--- src/sv/indexed_deque_with_rotate_macros.svh ---
// assertion macros shared by the indexed deque rtl
`ifndef INDEXED_DEQUE_WITH_ROTATE_MACROS_SVH
`define INDEXED_DEQUE_WITH_ROTATE_MACROS_SVH

// same-cycle implication, sampled on clk, off while rst_n is low
`define IDWR_ASSERT_NOW(label, ante, cons) \
    label: assert property (@(posedge clk) disable iff (!rst_n) (ante) |-> (cons)) \
        else $error("indexed deque check failed");

// next-cycle implication, sampled on clk, off while rst_n is low
`define IDWR_ASSERT_NEXT(label, ante, cons) \
    label: assert property (@(posedge clk) disable iff (!rst_n) (ante) |=> (cons)) \
        else $error("indexed deque check failed");

`endif

--- src/sv/idwr_pkg.sv ---
// shared codes and types for the indexed deque
`timescale 1ns / 1ps

package idwr_pkg;

    // request operation codes, codes 5 to 7 are unused
    localparam logic [2:0] MODE_APPEND = 3'd0;
    localparam logic [2:0] MODE_INSERT = 3'd1;
    localparam logic [2:0] MODE_READ   = 3'd2;
    localparam logic [2:0] MODE_REMOVE = 3'd3;
    localparam logic [2:0] MODE_ROTATE = 3'd4;

    // result status codes
    localparam logic [1:0] ST_DONE  = 2'd0;
    localparam logic [1:0] ST_FAIL  = 2'd1;
    localparam logic [1:0] ST_SHORT = 2'd2;

    // field widths of the stream payloads
    localparam int MODE_W   = 3;
    localparam int POS_W    = 6;
    localparam int WORD_W   = 32;
    localparam int STATUS_W = 2;
    localparam int COUNT_W  = 7;
    localparam int IN_W     = 48;
    localparam int OUT_W    = 48;

    // move broadcast to every cell of the chain
    typedef enum logic [2:0] {
        CELL_HOLD,
        CELL_APPEND,
        CELL_INSERT,
        CELL_REMOVE,
        CELL_ROTATE
    } cell_op_t;

endpackage

--- src/sv/idwr_cell.sv ---
// one storage cell of the deque chain with its shift mux
`timescale 1ns / 1ps

module idwr_cell #(
    parameter int EW  = 32,
    parameter int IW  = 7,
    parameter int IDX = 0
) (
    input  logic                clk,
    input  idwr_pkg::cell_op_t  op,
    input  logic [IW-1:0]       count,
    input  logic [IW-1:0]       pos,
    input  logic [EW-1:0]       load_word,
    input  logic [EW-1:0]       left_word,
    input  logic [EW-1:0]       right_word,
    output logic [EW-1:0]       word,
    output logic [EW-1:0]       rd_word
);

    localparam logic [IW-1:0] IDX_V  = IW'(IDX);
    localparam logic [IW-1:0] IDX_P1 = IW'(IDX + 1);

    logic [EW-1:0] word_reg;
    logic [EW-1:0] word_next;

    // pick the new content from the broadcast move
    always_comb
    begin
        word_next = word_reg;
        unique case (op)
            idwr_pkg::CELL_APPEND:
            begin
                if (IDX_V == count)
                    word_next = load_word;
            end
            idwr_pkg::CELL_INSERT:
            begin
                if (IDX_V == '0)
                    word_next = load_word;
                else if (IDX_V <= count)
                    word_next = left_word;
            end
            idwr_pkg::CELL_REMOVE:
            begin
                if (IDX_V >= pos && IDX_P1 < count)
                    word_next = right_word;
            end
            idwr_pkg::CELL_ROTATE:
            begin
                if (IDX_P1 < count)
                    word_next = right_word;
                else if (IDX_P1 == count)
                    word_next = load_word;
            end
            idwr_pkg::CELL_HOLD:
            begin
                word_next = word_reg;
            end
            default:
            begin
                word_next = word_reg;
            end
        endcase
    end

    // entry storage
    always_ff @(posedge clk)
    begin
        word_reg <= word_next;
    end

    // word gated onto the read tree when this cell is addressed
    assign rd_word = (pos == IDX_V) ? word_reg : '0;
    assign word    = word_reg;

endmodule

--- config.mk ---
export PLATFORM = sky130hd
export DESIGN_NAME = idwr_cell
export DESIGN_NICKNAME = d
export VERILOG_FILES = /design/src/sv/indexed_deque_with_rotate_macros.svh /design/src/sv/idwr_pkg.sv /design/src/sv/idwr_cell.sv
export SDC_FILE = /design/constraint.sdc
export NUM_CORES = 1
export LEC_CHECK = 0
export BUFFER_PORTS_ARGS = -buffer_cell sky130_fd_sc_hd__buf_4
export CORE_MARGIN = 2
export CORE_UTILIZATION = 31
export DETAILED_ROUTE_END_ITERATION = 16
export PLACE_DENSITY_LB_ADDON = 0.1
export SYNTH_ARGS = -nofsm -noshare
export SYNTH_HDL_FRONTEND = slang
export SYNTH_SLANG_ARGS = --single-unit
--- constraint.sdc ---
create_clock -name clk -period 3 [get_ports clk]
set_clock_uncertainty 0.15 [all_clocks]
set_input_delay 0 -clock clk [delete_from_list [all_inputs] [get_ports clk]]
set_output_delay 0 -clock clk [all_outputs]
set_load 0.05 [all_outputs]
==> results of run 1 <==
==> Yosys cell counts, drive strengths merged <==
library cell	instances
nand2	1
mux2	32
a21oi	2
nor2	2
edfxtp	32
nand2b	2
o211ai	1
and2	32
o21ai	1
clkbuf	3
buf	3
nor3b	1
nor4	2
or4	2
inv	1
==> through the flow <==
step                hold WS (ps)  total power, uW  TNS [ps]  utilization  std cells
floorplan                   50.9              788     -1050            -        117
global placement             141              944         0        0.552        330
detailed placement           155              948         0        0.552        330
CTS                          275             1350         0        0.692        402
global route                 313             1400         0        0.692        402
finish                       263             1340         0        0.692        402
==> worst max-delay path: cells and delay by family <==
| family | cells | cell delay [ps] |
|---|---|---|
| mux | 1 | 350 |
| simple gates | 2 | 440 |
| compound gates | 1 | 430 |
| buf+inv | 3 | 890 |
==> power groups by stage <==
stage | registers [uW] | clock network, uW | logic [uW]
floorplan | 714 | 0 | 74.5
global placement | 573 | 0 | 371
detailed placement | 574 | 0 | 375
CTS | 565 | 320 | 460
global route | 570 | 344 | 482
finish | 564 | 314 | 459
==> per-layer routing <==
layer | vias to the layer above | global-route usage | share of wire
li1 | 851 | - | -
met1 | 802 | 0.157 | 0.35
met2 | 85 | 0.335 | 0.55
met3 | 6 | 0.0709 | 0.088
met4 | 0 | 0.0464 | 0.0099
met5 | - | 0 | 0
==> cells by family after synthesis <==
logic type	share of synthesized area
muxes	0.215
AOI/OAI and AO/OA	0.0156
buffers and inverters	0.0313
and+or+nand+nor	0.166
DFF	0.572
==> cell type report <==
cell class,instances,share of cell area
timing repair buffer,213,0.495
clock inverter,3,0.00384
clock buffer,5,0.0192
inverter,1,0.00105
sequential,32,0.268
tap,70,0.0245
multi-input combinational,78,0.188
==> worst min path at each step <==
stage / to / depth (start not counted)
after floorplan: word[13]$_DFFE_PP_ / 1
after global placement: word[13]$_DFFE_PP_ / 2
after detailed placement: word[13]$_DFFE_PP_ / 2
after CTS: word[24]$_DFFE_PP_ / 4
after global routing: word[8]$_DFFE_PP_ / 4
final: word[13]$_DFFE_PP_ / 4
==> timing repair <==
| item | in CTS | in global routing |
|---|---|---|
| hold buffers | 64 | 0 |
| endpoints found under the hold margin | 32 | 0 |
| buffers inserted | 0 | 0 |
==> out/results.ini, run 1 <==
[setup_path]
crit_path_cell_trace = buf_4 -> nor4_1 -> nand2_1 -> a21oi_4 -> buf_12 -> mux2_2 -> dlygate4sd3_1
start_kind = input port
critPathLaunch = count[6]
crit_type = input port to flip-flop
crit_path_top_delay_cell = dlygate4sd3_1
crit_end = word[7]$_DFFE_PP_
critPathArrivalTime_ps = 2140
critPathRequiredTime_ps = 2880
slowest_delay_ps = 560
crit_fanout = 22
endpoint_kind = flip-flop

[drt]
wire_per_inst_microns = 12.8
drt_iter0_markers = 30
drt_wl_total_microns = 5160
drc = 0
ant_nets = 0
drtPass1Iterations = 2
num_vias = 1744
viasPerCell = 4.34

[placed_design]
portBuffers = 145
placed_area_sq_um = 2860
pre_cts_ws_ps = 840
place_congestion = 0.687
detailed_place_hpwl_microns = 3510

[finish]
largest_register_ffs = 32
n_fill_cell = 423
area_delta_synth_final_pct = 113
layout_common_cells = 148 x buf_4, 64 x dlygate4sd3_1, 32 x and2_1, 32 x edfxtp_1, 30 x mux2_2
drive_gt1_frac = 0.572
diodes = 0
layout_commonest_cell = buf_4
final_area_sq_um = 3580
nets = 445
regArea_sq_um = 961
multiInputGateArea_sq_um = 673

[timing]
fmax_mhz = 443
rsz0062_at_grt = no
tightest_slew_ps = 434
finalSetupViolCount = 0
hold_viol_final = 0
fin_crit_ps = 2260
slew_headroom = 0.710
period_share = 0.753
slew_viol_final = 0
worst_slack_ps = 742

[power]
p_switching_uw = 403
combPwrFrac = 0.343
power_leakage_uw = 0.00161
clkPwrFrac = 0.235
p_seq_frac = 0.422
sw_frac_of_total = 0.301
irDropWorstVdd_v = 0.000246
p_int_uw = 935
power_density_nw_per_um2 = 374

[global_routing]
grt_pass1_vias = 1863
grt_use_total = 0.170
grt_pass1_wl_microns = 8140
grt_start_max_net_pins = 33
grt.overflow.total = 0
antenna_found_initial = 0

[die]
die_w_microns = 77.6
die_y_microns = 77.6
die-area_sq_um = 6020
io_pins = 178
num_rows = 26
core-area_sq_um = 5170
initial_utilization = 0.325

[run]
maxCapViolations = 0

[clocking]
cts_max_path_buffers = 2
clk_pin_slew_worst_paths_ps = 70
cts_buffers = 5
cts_max_level = 2
clock-sinks = 32
cts_tree = yes
root_buffer = clkbuf_8
cts_resized = 0

[synthesis]
yosysUniqueCellTypes = 19
ys_seq_area_frac = 0.572
synthesis.nets = 231
synth_top_cells_by_area = edfxtp_1 57%, mux2_2 20%, and2_1 12%, buf_6 2.0%, mux2_1 1.3%
netlist_area_sq_um = 1680
netlist_instances = 117
synth_top_area_share = 0.572
yosys.area.top_type = edfxtp_1
avgSynthCellArea_sq_um = 14.4
yosysWarnings = 0
ys_ff_latch = 32

[status]
outcome = finished, final reports clean

[min_path]
min_path_type = input port to flip-flop
hold_path.startpoint = count[0]

Note: power is estimated with default switching activity, not from simulation.
==> run 2: changes to the inputs <==
Clock period 3 ns to 2 ns, I/O delays scaled along.
==> out/results.ini, run 2 (synthesis gave the netlist of run 1 again) <==
[setup_path]
crit_type = input port to flip-flop
crit_buf_inv = 2
crit_path_top_delay_cell = or4_2
start_kind = input port
crit_top_cell = buf_4
crit_path_cell_trace = buf_4 -> nor4_1 -> nand2_1 -> or4_2 -> o211ai_1 -> buf_4
endpoint_kind = flip-flop
critPathArrivalTime_ps = 1540
slowest_delay_ps = 610
critPathRequiredTime_ps = 1820
crit_fanout = 17
cp_top_family = simple AND/OR/NAND/NOR gates

[timing]
slew_headroom = 0.711
hold_viol_final = 0
slew_viol_final = 0
period_share = 0.860
fin_tns_setup_ps = 0
tightest_slew_ps = 432
fmax_mhz = 581
fin_crit_ps = 1720
finalSetupViolCount = 0
rsz0062_at_grt = no

[placed_design]
placed_area_sq_um = 2880
dp_cells = 332
detailed_place_hpwl_microns = 3580
place_congestion = 0.676
portBuffers = 145

[global_routing]
grt.overflow.total = 0
antenna_found_initial = 0
grt_pass1_wl_microns = 8600
grt_pass1_vias = 1928
grt_start_max_net_pins = 33
grt_use_total = 0.181

[finish]
layout_common_cells = 149 x buf_4, 64 x dlygate4sd3_1, 32 x and2_1, 32 x edfxtp_1, 30 x mux2_2
nets = 447
n_fill_cell = 365
drive_gt1_frac = 0.569
instances_no_fill = 404
diodes = 0
largest_register_ffs = 32
layout_commonest_cell = buf_4
area_delta_synth_final_pct = 115
final_area_sq_um = 3600

[drt]
drc = 0
ant_nets = 0
viasPerCell = 4.35
drtPass1Iterations = 4
drt_wl_total_microns = 5380
wire_per_inst_microns = 13.3
drt_iter0_markers = 48
num_vias = 1756

[die]
die-area_sq_um = 6020
io_pins = 178
die_y_microns = 77.6
die_w_microns = 77.6
num_rows = 26
core-area_sq_um = 5170
initial_utilization = 0.325

[clocking]
cts_setup_buffers = 0
cts_resized = 0
root_buffer = clkbuf_8
cts_tree = yes
cts_max_path_buffers = 2
cts_buffers = 5
clk_pin_slew_worst_paths_ps = 60
clock-sinks = 32
cts_max_level = 2

[status]
outcome = finished, final reports clean

[min_path]
min_path_type = input port to flip-flop

[power]
irDropWorstVdd_v = 0.000395
power_leakage_uw = 0.00162
power_density_nw_per_um2 = 551

[run]
maxCapViolations = 0

## run 2: what timing repair did
item,4_1_cts,5_1_grt
hold endpoints to repair,32,0
setup endpoints to repair,0,0
hold buffers,64,0
## run 2: worst paths after layout
check                 startpoint                  to  cells past startpoint
worst max-delay path    count[6]   word[1]$_DFFE_PP_                      6
worst min-delay path    count[0]  word[25]$_DFFE_PP_                      4
## run 2: worst min-delay path: cells and delay by family
kind | cells | cell delay (ps)
AOI/OAI and AO/OA | 2 | 190
buffers and inverters | 2 | 330
## run 2: final cells by class
| type | instances | area [sq um] | share of cell area |
|---|---|---|---|
| clock buffers | 7 | 76.3 | 0.0212 |
| clock inverters | 1 | 3.75 | 0.00104 |
| inverters | 1 | 3.75 | 0.00104 |
| multi-input cells | 78 | 673 | 0.187 |
| flip-flops and latches | 32 | 961 | 0.267 |
| well taps | 70 | 87.6 | 0.0243 |
| repair buffers | 215 | 1800 | 0.499 |
## run 2: stage by stage
stage / hold slack, ps / total power [uW] / util / setup WS (ps)
6_report: 266 / 1990 / 0.697 / 279
5_1_grt: 328 / 2070 / 0.697 / 109
4_1_cts: 277 / 2000 / 0.697 / 260
3_5_place_dp: 137 / 1430 / 0.558 / -38.9
3_3_place_gp: 137 / 1420 / 0.558 / -12.1
2_1_floorplan: 50.9 / 1180 / - / -1030
## run 2: per-layer routing
metal  global-route usage  vias up  share of wire
li1                     -      853              -
met1                0.178      804           0.37
met2                0.351       90           0.54
met3               0.0512        9          0.074
met4               0.0696        0          0.016
met5                    0        -              0
## run 2: where the power goes
| part | switching [uW] | leakage [uW] | internal [uW] |
|---|---|---|---|
| Clock | 227 | 0.0000399 | 242 |
| Sequential | 29.6 | 0.000300 | 817 |
| Combinational | 342 | 0.00128 | 328 |
==> run 3: changes to the inputs <==
Settings changed: BUFFER_PORTS_ARGS -buffer_cell sky130_fd_sc_hd__buf_4 to not set, CORE_AREA set to 2 2 69 71, CORE_MARGIN 2 to not set, CORE_UTILIZATION 31 to not set, CTS_BUF_LIST set to sky130_fd_sc_hd__clkbuf_8, DIE_AREA set to 0 0 71 73, DONT_BUFFER_PORTS set to 1.
==> out/results.ini, run 3 (synthesis gave the netlist of run 1 again) <==
[global_routing]
grt.overflow.total = 0
antenna_found_initial = 0
grt_use_total = 0.188
grt_pass1_vias = 1485
grt_start_max_net_pins = 33
grt_pass1_wl_microns = 7230

[power]
power_leakage_uw = 0.00120
power_density_nw_per_um2 = 563
irDropWorstVdd_v = 0.000401

[setup_path]
critPathLaunch = count[6]
endpoint_kind = flip-flop
critPathArrivalTime_ps = 1500
critPathRequiredTime_ps = 1820
crit_type = input port to flip-flop
crit_fanout = 32
start_kind = input port

[placed_design]
portBuffers = 0
placed_area_sq_um = 2460
dp_cells = 210
detailed_place_hpwl_microns = 3220
place_congestion = 0.776

[die]
die_y_microns = 73
num_rows = 25
die-area_sq_um = 5180
core-area_sq_um = 4540
die_w_microns = 71
io_pins = 178
initial_utilization = 0.370

[finish]
layout_commonest_cell = dlygate4sd3_1
diodes = 0
layout_common_cells = 64 x dlygate4sd3_1, 33 x buf_12, 32 x and2_1, 32 x edfxtp_1, 30 x mux2_2
final_core_util = 0.700
instances_no_fill = 282
largest_register_ffs = 32
drive_gt1_frac = 0.368
final_area_sq_um = 3180
area_delta_synth_final_pct = 89.2
nets = 341

[timing]
finalSetupViolCount = 0
tightest_slew_ps = 533
slew_headroom = 0.645
period_share = 0.841
fin_tns_setup_ps = 0
rsz0062_at_grt = no
fin_crit_ps = 1680
hold_slack_ps = 192
slew_viol_final = 0
fmax_mhz = 594
hold_viol_final = 0

[clocking]
root_buffer = clkbuf_8
cts_resized = 0
cts_tree = yes
cts_max_path_buffers = 2
cts_buffers = 5
clk_pin_slew_worst_paths_ps = 70
cts_max_level = 2
clock-sinks = 32

[drt]
drt_wl_total_microns = 5060
drt_iter0_markers = 28
drtPass1Iterations = 4
ant_nets = 0
wire_per_inst_microns = 17.9
drc = 0
num_vias = 1411
viasPerCell = 5.00

[status]
outcome = finished, final reports clean

[min_path]
min_path_type = input port to flip-flop
hold_path.startpoint = count[0]

[run]
maxCapViolations = 0

==> run 3: cell types whose count changed in the layout (fill, tap and decap cells not counted), sizes merged <==
| cell | change |
|---|---|
| buf | -106 |
| clkbuf | -2 |
| inv | +2 |
==> run 3: timing repair <==
item / in CTS / in global routing
hold endpoints to repair: 32 / 0
endpoints found under the setup margin: 0 / 0
hold buffers: 64 / 0
buffers inserted: 0 / 0
==> run 3: where the power goes <==
group          total (uW)  switching (uW)  internal [uW]
clock                 448             217            231
combinational         327             148            178
sequential           1010             192            821
==> run 3: worst max-delay path, stage by stage <==
cell and delay [ps]:
nor4_1 320, nand2_1 120, or4_2 610, o211ai_1 180, buf_12 250
==> run 3: final timing paths <==
path | endpoint | slack [ps] | cells after the start
min | word[10]$_DFFE_PP_ | 190 | 3
max | word[15]$_DFFE_PP_ | 320 | 5
==> run 3: area by class of cell <==
cell class,instances,area [sq um]
repair buffers,109,1390
flip-flops and latches,32,961
inverters,1,3.75
clock inverters,3,11.3
well taps,54,67.6
multi-input cells,78,673
clock buffers,5,68.8
fillers,323,1360
==> run 3: routing by layer <==
metal,part of all wire,vias to the layer above,GRT usage
met1,0.31,665,0.165
met3,0.081,10,0.0635
met2,0.59,93,0.385
li1,-,643,-
met5,0,-,0
met4,0.019,0,0.0755
==> run 3: through the flow <==
| step | total power, uW | setup slack [ps] |
|---|---|---|
| 6_report | 1790 | 317 |
| 5_1_grt | 1850 | 268 |
| 4_1_cts | 1800 | 292 |
| 3_5_place_dp | 1250 | -11.0 |
| 3_3_place_gp | 1240 | 165 |
| 2_1_floorplan | 1180 | -1030 |
